### src/hw/rtl/grouped_combination_enumerator_macros.svh
// assertion macros for the grouped combination enumerator
// expects i_clk and i_rst_n in the scope where a macro is used
`ifndef GROUPED_COMBINATION_ENUMERATOR_MACROS_SVH
`define GROUPED_COMBINATION_ENUMERATOR_MACROS_SVH

// same-cycle implication, disabled while in reset
`define GCE_ASSERT_SAME(lbl, ante, cons, msg) \
    lbl: assert property (@(posedge i_clk) disable iff (!i_rst_n) (ante) |-> (cons)) \
        else $error(msg);

// next-cycle implication, disabled while in reset
`define GCE_ASSERT_NEXT(lbl, ante, cons, msg) \
    lbl: assert property (@(posedge i_clk) disable iff (!i_rst_n) (ante) |=> (cons)) \
        else $error(msg);

`endif

### src/hw/rtl/gce_pkg.sv
// shared types, constants and helper functions of the grouped combination enumerator
// no dependencies
package gce_pkg;

    localparam int MAX_SLOTS     = 4;
    localparam int MAX_POOL_SIZE = 16;
    localparam int NUM_POOLS     = 4;

    // slots that the pool map and the selection field can name
    localparam int MAP_SLOTS = 4;

    localparam int SLOT_W      = $clog2(MAX_SLOTS);
    localparam int SCNT_W      = $clog2(MAX_SLOTS + 1);
    localparam int IDX_W       = $clog2(MAX_POOL_SIZE);
    localparam int NIDX_W      = IDX_W + 1;
    localparam int TABLE_DEPTH = NUM_POOLS * MAX_POOL_SIZE;
    localparam int ADDR_W      = $clog2(TABLE_DEPTH);

    localparam int OP_W       = 2;
    localparam int POOL_W     = 2;
    localparam int MEMBER_W   = 4;
    localparam int DEG_W      = 16;
    localparam int RES_W      = 7;
    localparam int SEL_W      = 16;
    localparam int TOT_W      = 18;
    localparam int CNT_CFG_W  = 3;
    localparam int MAP_W      = 8;
    localparam int SIZES_W    = 20;
    localparam int PSZ_W      = 5;
    localparam int CFG_IDX_W  = 2;
    localparam int CFG_DATA_W = 20;

    localparam logic [RES_W-1:0] LMAX_RST = 7'd32;

    typedef enum logic [OP_W-1:0] {
        OP_LOAD    = 2'd0,
        OP_RESTART = 2'd1,
        OP_ADVANCE = 2'd2
    } t_op;

    typedef enum logic [CFG_IDX_W-1:0] {
        CFG_SLOT_COUNT = 2'd0,
        CFG_POOL_MAP   = 2'd1,
        CFG_POOL_SIZES = 2'd2,
        CFG_LMAX       = 2'd3
    } t_cfg_idx;

    typedef enum logic [2:0] {
        ST_IDLE,
        ST_RESTART,
        ST_SEARCH,
        ST_EMIT_RD,
        ST_EMIT_ACC,
        ST_DELIVER
    } t_state;

    typedef enum logic [1:0] {
        SC_IDLE,
        SC_CLEAR,
        SC_START_STEP,
        SC_TRY
    } t_slot_cmd;

    typedef struct packed {
        logic [SCNT_W-1:0]  count;
        logic [MAP_W-1:0]   pool_map;
        logic [SIZES_W-1:0] pool_sizes;
    } t_cfg;

    typedef struct packed {
        logic restart_ok;
        logic any_unset;
        logic success;
        logic fail;
    } t_slot_status;

    typedef struct packed {
        logic [DEG_W-1:0] deg;
        logic [RES_W-1:0] res;
    } t_entry;

    function automatic logic [POOL_W-1:0] pool_of(logic [MAP_W-1:0] map,
                                                  logic [SLOT_W-1:0] s);
        logic [POOL_W-1:0] p;
        p = '0;
        if (int'(s) < MAP_SLOTS) p = map[POOL_W*s +: POOL_W];
        return p;
    endfunction

    function automatic logic [NIDX_W-1:0] pool_size(logic [SIZES_W-1:0] sizes,
                                                    logic [POOL_W-1:0] p);
        logic [PSZ_W-1:0]  raw;
        logic [NIDX_W-1:0] n;
        raw = sizes[PSZ_W*p +: PSZ_W];
        if (int'(p) >= NUM_POOLS) n = '0;
        else if (int'(raw) > MAX_POOL_SIZE) n = NIDX_W'(MAX_POOL_SIZE);
        else n = NIDX_W'(raw);
        return n;
    endfunction

    function automatic logic [ADDR_W-1:0] tbl_addr(logic [POOL_W-1:0] p,
                                                   logic [IDX_W-1:0] m);
        return ADDR_W'(int'(p) * MAX_POOL_SIZE + int'(m));
    endfunction

endpackage

### src/hw/rtl/gce_table.sv
// member attribute memory: degree and resolution per pool member
// one write port, one registered read port; uses gce_pkg
module gce_table (
    input  logic                        i_clk,
    input  logic                        i_we,
    input  logic [gce_pkg::ADDR_W-1:0]  i_waddr,
    input  gce_pkg::t_entry             i_wdata,
    input  logic                        i_re,
    input  logic [gce_pkg::ADDR_W-1:0]  i_raddr,
    output gce_pkg::t_entry             o_rdata
);
    import gce_pkg::*;

    t_entry r_mem [TABLE_DEPTH];
    t_entry r_rdata;

    always_ff @(posedge i_clk) begin
        if (i_we) begin
            r_mem[i_waddr] <= i_wdata;
        end
    end

    always_ff @(posedge i_clk) begin
        if (i_re) begin
            r_rdata <= r_mem[i_raddr];
        end
    end

    assign o_rdata = r_rdata;

endmodule

### src/hw/rtl/gce_slot_unit.sv
// slot index registers and the shared successor unit: one slot tried per cycle
// walks forward on a fit and backs up with carry on a miss; uses gce_pkg
`include "grouped_combination_enumerator_macros.svh"
module gce_slot_unit (
    input  logic                                              i_clk,
    input  logic                                              i_rst_n,
    input  gce_pkg::t_cfg                                     i_cfg,
    input  gce_pkg::t_slot_cmd                                i_cmd,
    output gce_pkg::t_slot_status                             o_status,
    output logic [gce_pkg::MAX_SLOTS-1:0][gce_pkg::IDX_W-1:0] o_idx
);
    import gce_pkg::*;

    logic [MAX_SLOTS-1:0]             r_valid;
    logic [MAX_SLOTS-1:0][IDX_W-1:0]  r_idx;
    logic [SLOT_W-1:0]                r_cur;

    logic [MAX_SLOTS-1:0][NIDX_W-1:0] plus1;
    logic [POOL_W-1:0]                cur_pool;
    logic [NIDX_W-1:0]                lo;
    logic [NIDX_W-1:0]                cand;
    logic [NIDX_W-1:0]                cur_size;
    logic [SLOT_W-1:0]                cur_nx;
    logic                             hit;
    logic                             last;
    logic                             all_unset;
    logic [MAX_SLOTS-1:0]             valid_try;

    // one past each stored index, zero for an unset slot
    always_comb begin
        for (int s = 0; s < MAX_SLOTS; s++) begin
            plus1[s] = r_valid[s] ? NIDX_W'(r_idx[s]) + NIDX_W'(1) : '0;
        end
    end

    // lowest index the cursor slot may take: above earlier slots of its pool
    always_comb begin
        cur_pool = pool_of(i_cfg.pool_map, r_cur);
        lo       = '0;
        for (int q = 0; q < MAX_SLOTS; q++) begin
            if (SLOT_W'(q) < r_cur && pool_of(i_cfg.pool_map, SLOT_W'(q)) == cur_pool
                    && plus1[q] > lo) begin
                lo = plus1[q];
            end
        end
        cand     = (plus1[r_cur] > lo) ? plus1[r_cur] : lo;
        cur_size = pool_size(i_cfg.pool_sizes, cur_pool);
        hit      = cand < cur_size;
        last     = (SCNT_W'(r_cur) + SCNT_W'(1)) == i_cfg.count;
        cur_nx   = r_cur + SLOT_W'(1);
    end

    // valid bits after one try
    always_comb begin
        valid_try = r_valid;
        if (hit) begin
            valid_try[r_cur] = 1'b1;
            // entering the next slot starts it from its lowest index
            if (!last) valid_try[cur_nx] = 1'b0;
        end else begin
            valid_try[r_cur] = 1'b0;
        end
    end

    always_comb begin
        o_status.restart_ok = i_cfg.count != '0;
        o_status.any_unset  = 1'b0;
        all_unset           = 1'b1;
        for (int s = 0; s < MAX_SLOTS; s++) begin
            if (SCNT_W'(s) < i_cfg.count) begin
                if (pool_size(i_cfg.pool_sizes, pool_of(i_cfg.pool_map, SLOT_W'(s))) == '0) begin
                    o_status.restart_ok = 1'b0;
                end
                if (!r_valid[s]) o_status.any_unset = 1'b1;
                else all_unset = 1'b0;
            end
        end
        o_status.success = (i_cmd == SC_TRY) && hit && last;
        o_status.fail    = (i_cmd == SC_TRY) && !hit && (r_cur == '0);
    end

    always_ff @(posedge i_clk) begin
        if (!i_rst_n) begin
            r_valid <= '0;
            r_cur   <= '0;
        end else begin
            unique case (i_cmd)
                SC_CLEAR: begin
                    r_valid <= '0;
                    r_cur   <= '0;
                end
                SC_START_STEP: begin
                    r_cur <= SLOT_W'(i_cfg.count - SCNT_W'(1));
                end
                SC_TRY: begin
                    r_valid <= valid_try;
                    if (hit) begin
                        if (!last) r_cur <= cur_nx;
                    end else begin
                        // carry to the left
                        if (r_cur != '0) r_cur <= r_cur - SLOT_W'(1);
                    end
                end
                SC_IDLE: begin
                end
            endcase
        end
    end

    always_ff @(posedge i_clk) begin
        if (i_cmd == SC_TRY && hit) begin
            r_idx[r_cur] <= cand[IDX_W-1:0];
        end
    end

    assign o_idx = r_idx;

    `GCE_ASSERT_NEXT(a_success_all_set, o_status.success, !o_status.any_unset, "slot unset after success")
    `GCE_ASSERT_NEXT(a_fail_all_unset, o_status.fail, all_unset, "slot left set after exhaustion")
    `GCE_ASSERT_SAME(a_cur_in_range, i_cmd == SC_TRY, SCNT_W'(r_cur) < i_cfg.count, "cursor beyond slot count")

endmodule

### src/hw/rtl/grouped_combination_enumerator.sv
// Load beat: written to the table at the accepting edge, no result, ready stays high.
// Restart beat (or advance on an unset slot): restart check, slot tries in search, then a table
// read and an accumulate step per used slot, then deliver; an advance beat skips the restart
// check. Slot tries run one per cycle; an exhausted result walks no slots in the table.
// Next beat accepted in the cycle after the result loads; a held result stalls in deliver.
// Synchronous active-low reset: control and config registers to reset values, slots unset, done clear, no table clear.
`include "grouped_combination_enumerator_macros.svh"
module grouped_combination_enumerator (
    input  logic                              i_clk,
    input  logic                              i_rst_n,
    input  logic                              i_cfg_we,
    input  logic [gce_pkg::CFG_IDX_W-1:0]     i_cfg_idx,
    input  logic [gce_pkg::CFG_DATA_W-1:0]    i_cfg_data,
    input  logic                              i_in_valid,
    output logic                              o_in_ready,
    input  logic [gce_pkg::OP_W-1:0]          i_operation,
    input  logic [gce_pkg::POOL_W-1:0]        i_load_pool,
    input  logic [gce_pkg::MEMBER_W-1:0]      i_load_member,
    input  logic [gce_pkg::DEG_W-1:0]         i_member_degree,
    input  logic [gce_pkg::RES_W-1:0]         i_member_resolution,
    output logic                              o_out_valid,
    input  logic                              i_out_ready,
    output logic                              o_found,
    output logic [gce_pkg::SEL_W-1:0]         o_selection,
    output logic [gce_pkg::TOT_W-1:0]         o_total_degree,
    output logic [gce_pkg::RES_W-1:0]         o_min_resolution
);
    import gce_pkg::*;

    logic [CNT_CFG_W-1:0] r_slot_count;
    logic [MAP_W-1:0]     r_pool_map;
    logic [SIZES_W-1:0]   r_pool_sizes;
    logic [RES_W-1:0]     r_lmax;

    t_state            r_state, n_state;
    logic              r_done, n_done;
    logic              r_found, n_found;
    logic [SLOT_W-1:0] r_emit, n_emit;
    logic [SEL_W-1:0]  r_sel, n_sel;
    logic [TOT_W-1:0]  r_deg, n_deg;
    logic [RES_W-1:0]  r_min, n_min;

    logic              r_out_valid;
    logic              r_o_found;
    logic [SEL_W-1:0]  r_o_sel;
    logic [TOT_W-1:0]  r_o_deg;
    logic [RES_W-1:0]  r_o_min;

    t_cfg                            cfg;
    t_slot_cmd                       cmd;
    t_slot_status                    st;
    logic [MAX_SLOTS-1:0][IDX_W-1:0] idx;
    logic                            in_acc;
    logic                            out_load;
    logic                            tbl_we;
    logic                            tbl_re;
    logic [ADDR_W-1:0]               tbl_raddr;
    t_entry                          wr_entry;
    t_entry                          rd_entry;
    logic                            emit_last;

    always_comb begin
        cfg.count      = (int'(r_slot_count) > MAX_SLOTS) ? SCNT_W'(MAX_SLOTS)
                                                          : SCNT_W'(r_slot_count);
        cfg.pool_map   = r_pool_map;
        cfg.pool_sizes = r_pool_sizes;
    end

    always_ff @(posedge i_clk) begin
        if (!i_rst_n) begin
            r_slot_count <= '0;
            r_pool_map   <= '0;
            r_pool_sizes <= '0;
            r_lmax       <= LMAX_RST;
        end else if (i_cfg_we) begin
            unique case (t_cfg_idx'(i_cfg_idx))
                CFG_SLOT_COUNT: r_slot_count <= i_cfg_data[CNT_CFG_W-1:0];
                CFG_POOL_MAP:   r_pool_map   <= i_cfg_data[MAP_W-1:0];
                CFG_POOL_SIZES: r_pool_sizes <= i_cfg_data[SIZES_W-1:0];
                CFG_LMAX:       r_lmax       <= i_cfg_data[RES_W-1:0];
            endcase
        end
    end

    gce_slot_unit u_slots (
        .i_clk    (i_clk),
        .i_rst_n  (i_rst_n),
        .i_cfg    (cfg),
        .i_cmd    (cmd),
        .o_status (st),
        .o_idx    (idx)
    );

    assign wr_entry.deg = i_member_degree;
    assign wr_entry.res = i_member_resolution;

    gce_table u_table (
        .i_clk   (i_clk),
        .i_we    (tbl_we),
        .i_waddr (tbl_addr(i_load_pool, i_load_member)),
        .i_wdata (wr_entry),
        .i_re    (tbl_re),
        .i_raddr (tbl_raddr),
        .o_rdata (rd_entry)
    );

    assign o_in_ready = (r_state == ST_IDLE);
    assign in_acc     = i_in_valid && o_in_ready;
    assign emit_last  = (SCNT_W'(r_emit) + SCNT_W'(1)) == cfg.count;
    assign tbl_raddr  = tbl_addr(pool_of(r_pool_map, r_emit), idx[r_emit]);

    always_comb begin
        n_state  = r_state;
        n_done   = r_done;
        n_found  = r_found;
        n_emit   = r_emit;
        n_sel    = r_sel;
        n_deg    = r_deg;
        n_min    = r_min;
        cmd      = SC_IDLE;
        tbl_we   = 1'b0;
        tbl_re   = 1'b0;
        out_load = 1'b0;
        unique case (r_state)
            ST_IDLE: begin
                if (in_acc) begin
                    unique case (t_op'(i_operation))
                        OP_LOAD: begin
                            tbl_we = int'(i_load_pool) < NUM_POOLS
                                  && int'(i_load_member) < MAX_POOL_SIZE;
                        end
                        OP_RESTART: n_state = ST_RESTART;
                        OP_ADVANCE: begin
                            priority if (r_done) begin
                                n_found = 1'b0;
                                n_state = ST_DELIVER;
                            end else if (st.any_unset) begin
                                n_state = ST_RESTART;
                            end else if (cfg.count == '0) begin
                                n_done  = 1'b1;
                                n_found = 1'b0;
                                n_state = ST_DELIVER;
                            end else begin
                                cmd     = SC_START_STEP;
                                n_state = ST_SEARCH;
                            end
                        end
                        default: begin
                        end
                    endcase
                end
            end
            ST_RESTART: begin
                if (!st.restart_ok) begin
                    // slot indices stay as they were
                    n_done  = 1'b1;
                    n_found = 1'b0;
                    n_state = ST_DELIVER;
                end else begin
                    cmd     = SC_CLEAR;
                    n_done  = 1'b0;
                    n_state = ST_SEARCH;
                end
            end
            ST_SEARCH: begin
                cmd = SC_TRY;
                priority if (st.success) begin
                    n_found = 1'b1;
                    n_emit  = '0;
                    n_sel   = '0;
                    n_deg   = '0;
                    n_min   = '1;
                    n_state = ST_EMIT_RD;
                end else if (st.fail) begin
                    n_done  = 1'b1;
                    n_found = 1'b0;
                    n_state = ST_DELIVER;
                end else begin
                end
            end
            ST_EMIT_RD: begin
                tbl_re  = 1'b1;
                n_state = ST_EMIT_ACC;
            end
            ST_EMIT_ACC: begin
                if (int'(r_emit) < MAP_SLOTS) n_sel[IDX_W*r_emit +: IDX_W] = idx[r_emit];
                n_deg = r_deg + TOT_W'(rd_entry.deg);
                if (rd_entry.res < r_min) n_min = rd_entry.res;
                if (emit_last) begin
                    n_state = ST_DELIVER;
                end else begin
                    n_emit  = r_emit + SLOT_W'(1);
                    n_state = ST_EMIT_RD;
                end
            end
            ST_DELIVER: begin
                if (!r_out_valid || i_out_ready) begin
                    out_load = 1'b1;
                    n_state  = ST_IDLE;
                end
            end
            default: n_state = ST_IDLE;
        endcase
    end

    always_ff @(posedge i_clk) begin
        if (!i_rst_n) begin
            r_state     <= ST_IDLE;
            r_done      <= 1'b0;
            r_found     <= 1'b0;
            r_out_valid <= 1'b0;
        end else begin
            r_state <= n_state;
            r_done  <= n_done;
            r_found <= n_found;
            if (out_load) r_out_valid <= 1'b1;
            else if (i_out_ready) r_out_valid <= 1'b0;
        end
    end

    always_ff @(posedge i_clk) begin
        r_emit <= n_emit;
        r_sel  <= n_sel;
        r_deg  <= n_deg;
        r_min  <= n_min;
        if (out_load) begin
            // exhausted beat carries zeros
            r_o_found <= r_found;
            r_o_sel   <= r_found ? r_sel : '0;
            r_o_deg   <= r_found ? r_deg : '0;
            r_o_min   <= !r_found ? '0 : (r_min > r_lmax) ? r_lmax : r_min;
        end
    end

    assign o_out_valid      = r_out_valid;
    assign o_found          = r_o_found;
    assign o_selection      = r_o_sel;
    assign o_total_degree   = r_o_deg;
    assign o_min_resolution = r_o_min;

    `GCE_ASSERT_NEXT(a_done_advance, in_acc && i_operation == OP_ADVANCE && r_done, r_state == ST_DELIVER, "advance after exhaustion did not answer at once")
    `GCE_ASSERT_SAME(a_min_capped, o_out_valid && o_found, o_min_resolution <= r_lmax, "min resolution above cap")
    `GCE_ASSERT_SAME(a_none_zero, o_out_valid && !o_found, o_selection == '0 && o_total_degree == '0 && o_min_resolution == '0, "exhausted beat carries data")

endmodule

### config.mk
export PLATFORM = sky130hd
export DESIGN_NAME = grouped_combination_enumerator
export DESIGN_NICKNAME = d
export VERILOG_FILES = /design/src/hw/rtl/gce_pkg.sv /design/src/hw/rtl/gce_table.sv /design/src/hw/rtl/gce_slot_unit.sv /design/src/hw/rtl/grouped_combination_enumerator.sv
export VERILOG_INCLUDE_DIRS = /design/src /design/src/hw/rtl
export SDC_FILE = /design/constraint.sdc
export NUM_CORES = 2
export LEC_CHECK = 0
export ABC_CLOCK_PERIOD_IN_PS = 10100
export BUFFER_PORTS_ARGS = -buffer_cell sky130_fd_sc_hd__buf_2
export CORE_MARGIN = 2
export CORE_UTILIZATION = 25
export DETAILED_ROUTE_END_ITERATION = 8
export HOLD_SLACK_MARGIN = 0.06
export PLACE_DENSITY = 0.44
export SLEW_MARGIN = 15
export SYNTH_ARGS = -nofsm -noshare
export SYNTH_HDL_FRONTEND = slang
export SYNTH_SLANG_ARGS = --single-unit
### constraint.sdc
create_clock -name i_clk -period 10.1 [get_ports i_clk]
set_input_delay 2.02 -clock i_clk [delete_from_list [all_inputs] [get_ports i_clk]]
set_output_delay 2.02 -clock i_clk [all_outputs]
set_load 0.05 [all_outputs]
==> run summary <==
Register area share after synthesis - 73.6%
Net count after synthesis - 3599
Sequential Power Share - 48.3%
Final Cycle Share - 90.2%
Row count - 189
Area Overhead vs Synth - 16.4%
Number of synthesized flops with an enable pin - 1596
Layout cells sized above 1 - 24.0%
Placed cell count - 7039
Initial antenna violation count - 16
Root Driver - clkbuf_16
Placer Congestion - 0.801
Worst endpoint data arrival time - 9.54 ns
IO Pins - 102
Filler cells - 26200
Top cell type's share of synthesized area - 72.0%
Logic pwr share - 13.1%
Via density - 4.56
Die height - 520 µm
Outcome - complete, no violations
Most frequent cells after synthesis - edfxtp_1 (1596), mux4_2 (384), a21oi_1 (168), a211oi_1 (165), nor2_1 (160)
Clock latency on the worst-skew pair - 0.83 ns
Slew margin rel. - 16.2%
Max-Cap Viols - 0
GRT Total Usage - 13.2%
GRT overflow - 0
CP max-delay cell - o21ai_0
CP dominant cell by count - ha_1
Yosys reg bits - 1646
Most frequent cell after synthesis - edfxtp_1
Pwr/cell area - 207 mW/mm²
Clk buf depth - 3
Nets@finish - 3802
Die area - 0.270 mm²
Final HPWL DP - 103 mm
Resize count post-CTS - 0
Final Skew - 0.0456 ns
Drt wl/cell - 24.7 µm
Library cells used by synthesis - 80
Fmax - 0.110 GHz
Met1 WL - 84.2 mm
Mapped Area - 0.0665 mm²
First-pass GRT wire length - 260 mm
Starting DRT DRC Count - 3105
TritonCTS Buffers - 173
Drt drc - 0
Cell count after synthesis - 3479
Number of global-route vias before repair - 34400
Internal power - 11.9 mW
Peak supply drop - 0.187 mV
Largest net degree at the start of global routing - 89
Switching portion of total power - 25.6%
CP max stage delay - 0.73 ns
Post-synth top flop - edfxtp_1
DRT Pass-1 Iters - 6
Non-filler instance count after layout - 7356
Top Layer Used - met4
Unrepaired setup endpoints after global routing - no
Maximum fanout along the worst path - 34
Ys Warns - 0
Routed Antenna Nets - 0
Initial Util - 25.1%
TritonCTS clock tree - built
Port Buffers - 101
Post-CTS Repair Setup Buffers - 0
Leakage - 24.6 nW
Top cells by area, synth - edfxtp_1 (72%), mux4_2 (13%), a211oi_1 (1.9%)
Crit path kind - register to register
Hold Path Class - register to register
CTS H-Tree Depth - 4
Via count - 33600
Yosys top cell by area - edfxtp_1
CP required - 10.53 ns
Critical Path Sink Type - register
P_sw - 4.09 mW
Final setup violation count - 0
Core area - 0.265 mm²
WL final - 182 mm
Mean Syn Cell Area - 19.1 µm²
Pins over their slew limit - 0
Final hold violation count - 0
Met3 wire len - 8.56 mm
Cts hold-fix bufs - 0
Clock Sinks - 1646
Setup TNS - 0 ns
DR WL met2 - 85.6 mm
Die Wd - 520 µm
Min Tclk post-route - 9.11 ns
Clock share of power - 38.7%
Startpoint Class - register
Worst-path clk slew - 0.06 ns
Ys async rst share - 0%
Least-Margin Pin Slew - 1.25 ns
flip-flops by register name, indices dropped and copies added (netlist names), 2 cells and up:
signal / cells
u_slots.r_cur: 2
r_min: 7
r_emit: 2
r_sel: 16
r_pool_sizes: 20
r_lmax: 7
u_slots.o_idx: 16
o_total_degree: 18
u_slots.r_valid: 4
o_min_resolution: 7
r_state: 3
r_slot_count: 3
o_selection: 16
u_table.o_rdata: 23
u_table.r_mem: 1472
r_deg: 18
r_pool_map: 8
cell type report:
type / instances / area (µm²) / share of cell area (%)
tap: 3533 / 4420 / 5.71
clock inverter: 88 / 872 / 1.13
timing repair buffer: 223 / 1570 / 2.02
clock buffer: 224 / 4560 / 5.89
antenna: 4 / 10.0 / 0.0129
inverter: 46 / 173 / 0.223
multi-input combinational: 1592 / 16900 / 21.8
sequential: 1646 / 48900 / 63.2
layer usage:
metal  vias up  global-route usage, %
li1      14600                      -
met3       232                   2.10
met5         -                      0
met4         0                   3.02
met2       833                   21.2
met1     17900                   18.9
worst paths after layout:
| path | cells after the start | from | slack, ns | endpoint |
|---|---|---|---|---|
| setup reg to reg | 32 | u_slots.r_cur[0] | 0.99 | r_sel[5] |
| hold reg to reg | 2 | r_pool_sizes[9] | 0.47 | r_pool_sizes[9] |
| setup / recovery | 32 | u_slots.r_cur[0] | 0.99 | r_sel[5] |
| hold / removal | 2 | r_pool_sizes[9] | 0.47 | r_pool_sizes[9] |
power by group through the flow:
stage | Clock, mW | Combinational (mW) | Sequential (mW)
after floorplan | 0 | 1.32 | 7.88
after global placement | 0 | 2.13 | 7.86
after detailed placement | 0 | 2.13 | 7.86
after CTS | 6.36 | 2.14 | 7.72
after global routing | 6.63 | 2.27 | 7.73
final | 6.18 | 2.09 | 7.72
through the flow:
| step | total power, mW | cell area (µm²) | hold slack (ns) | setup slack (ns) | utilization [%] |
|---|---|---|---|---|---|
| global placement | 9.99 | 72000 | 0.462 | 0.977 | 27.2 |
| detailed placement | 10.0 | 72000 | 0.470 | 1.02 | 27.2 |
| floorplan | 9.20 | 66500 | 0.441 | 1.60 | - |
| finish | 16.0 | 77400 | 0.475 | 0.990 | 29.2 |
| CTS | 16.2 | 77400 | 0.479 | 0.993 | 29.2 |
| global route | 16.6 | 77400 | 0.498 | 0.361 | 29.2 |
worst max-delay path: cells and delay by family (launching register included):
kind                       cells  cell delay, ns
and+or+nand+nor                6            1.13
adders and majority gates      5            1.78
buffers and inverters          5            1.37
DFF                            1            0.31
muxes                          1            0.33
AOI/OAI and AO/OA             15            3.81
cell usage in the layout (no fill, tap or decap), types with 11 or more instances in the layout:
cell and instances:
nand2_1 102, nand2b_1 22, nor2_2 56, inv_1 45
clkbuf_16 175, nor3_1 16, xnor2_1 21, dfxtp_1 50
nand3_1 24, mux4_2 379, mux2i_1 116, clkbuf_1 49
clkinv_2 20, nor2_1 94, edfxtp_1 1596, o21ai_0 38
a21oi_1 168, buf_2 101, ha_1 61, bufinv_16 11
nor2b_1 125, and2_1 45, a211oi_1 165, buf_4 111
clkinv_1 43
kinds of logic after synthesis:
| group | after synthesis | synth area share (%) |
|---|---|---|
| AOI/OAI and AO/OA | 448 | 4.44 |
| xor gates and xnor gates | 29 | 0.382 |
| adders and majority gates | 62 | 1.18 |
| buffers and inverters | 241 | 1.39 |
| DFF | 1646 | 73.6 |
| muxes | 506 | 14.9 |
| and+or+nand+nor | 547 | 4.19 |
(Power assumes the default switching activity.)
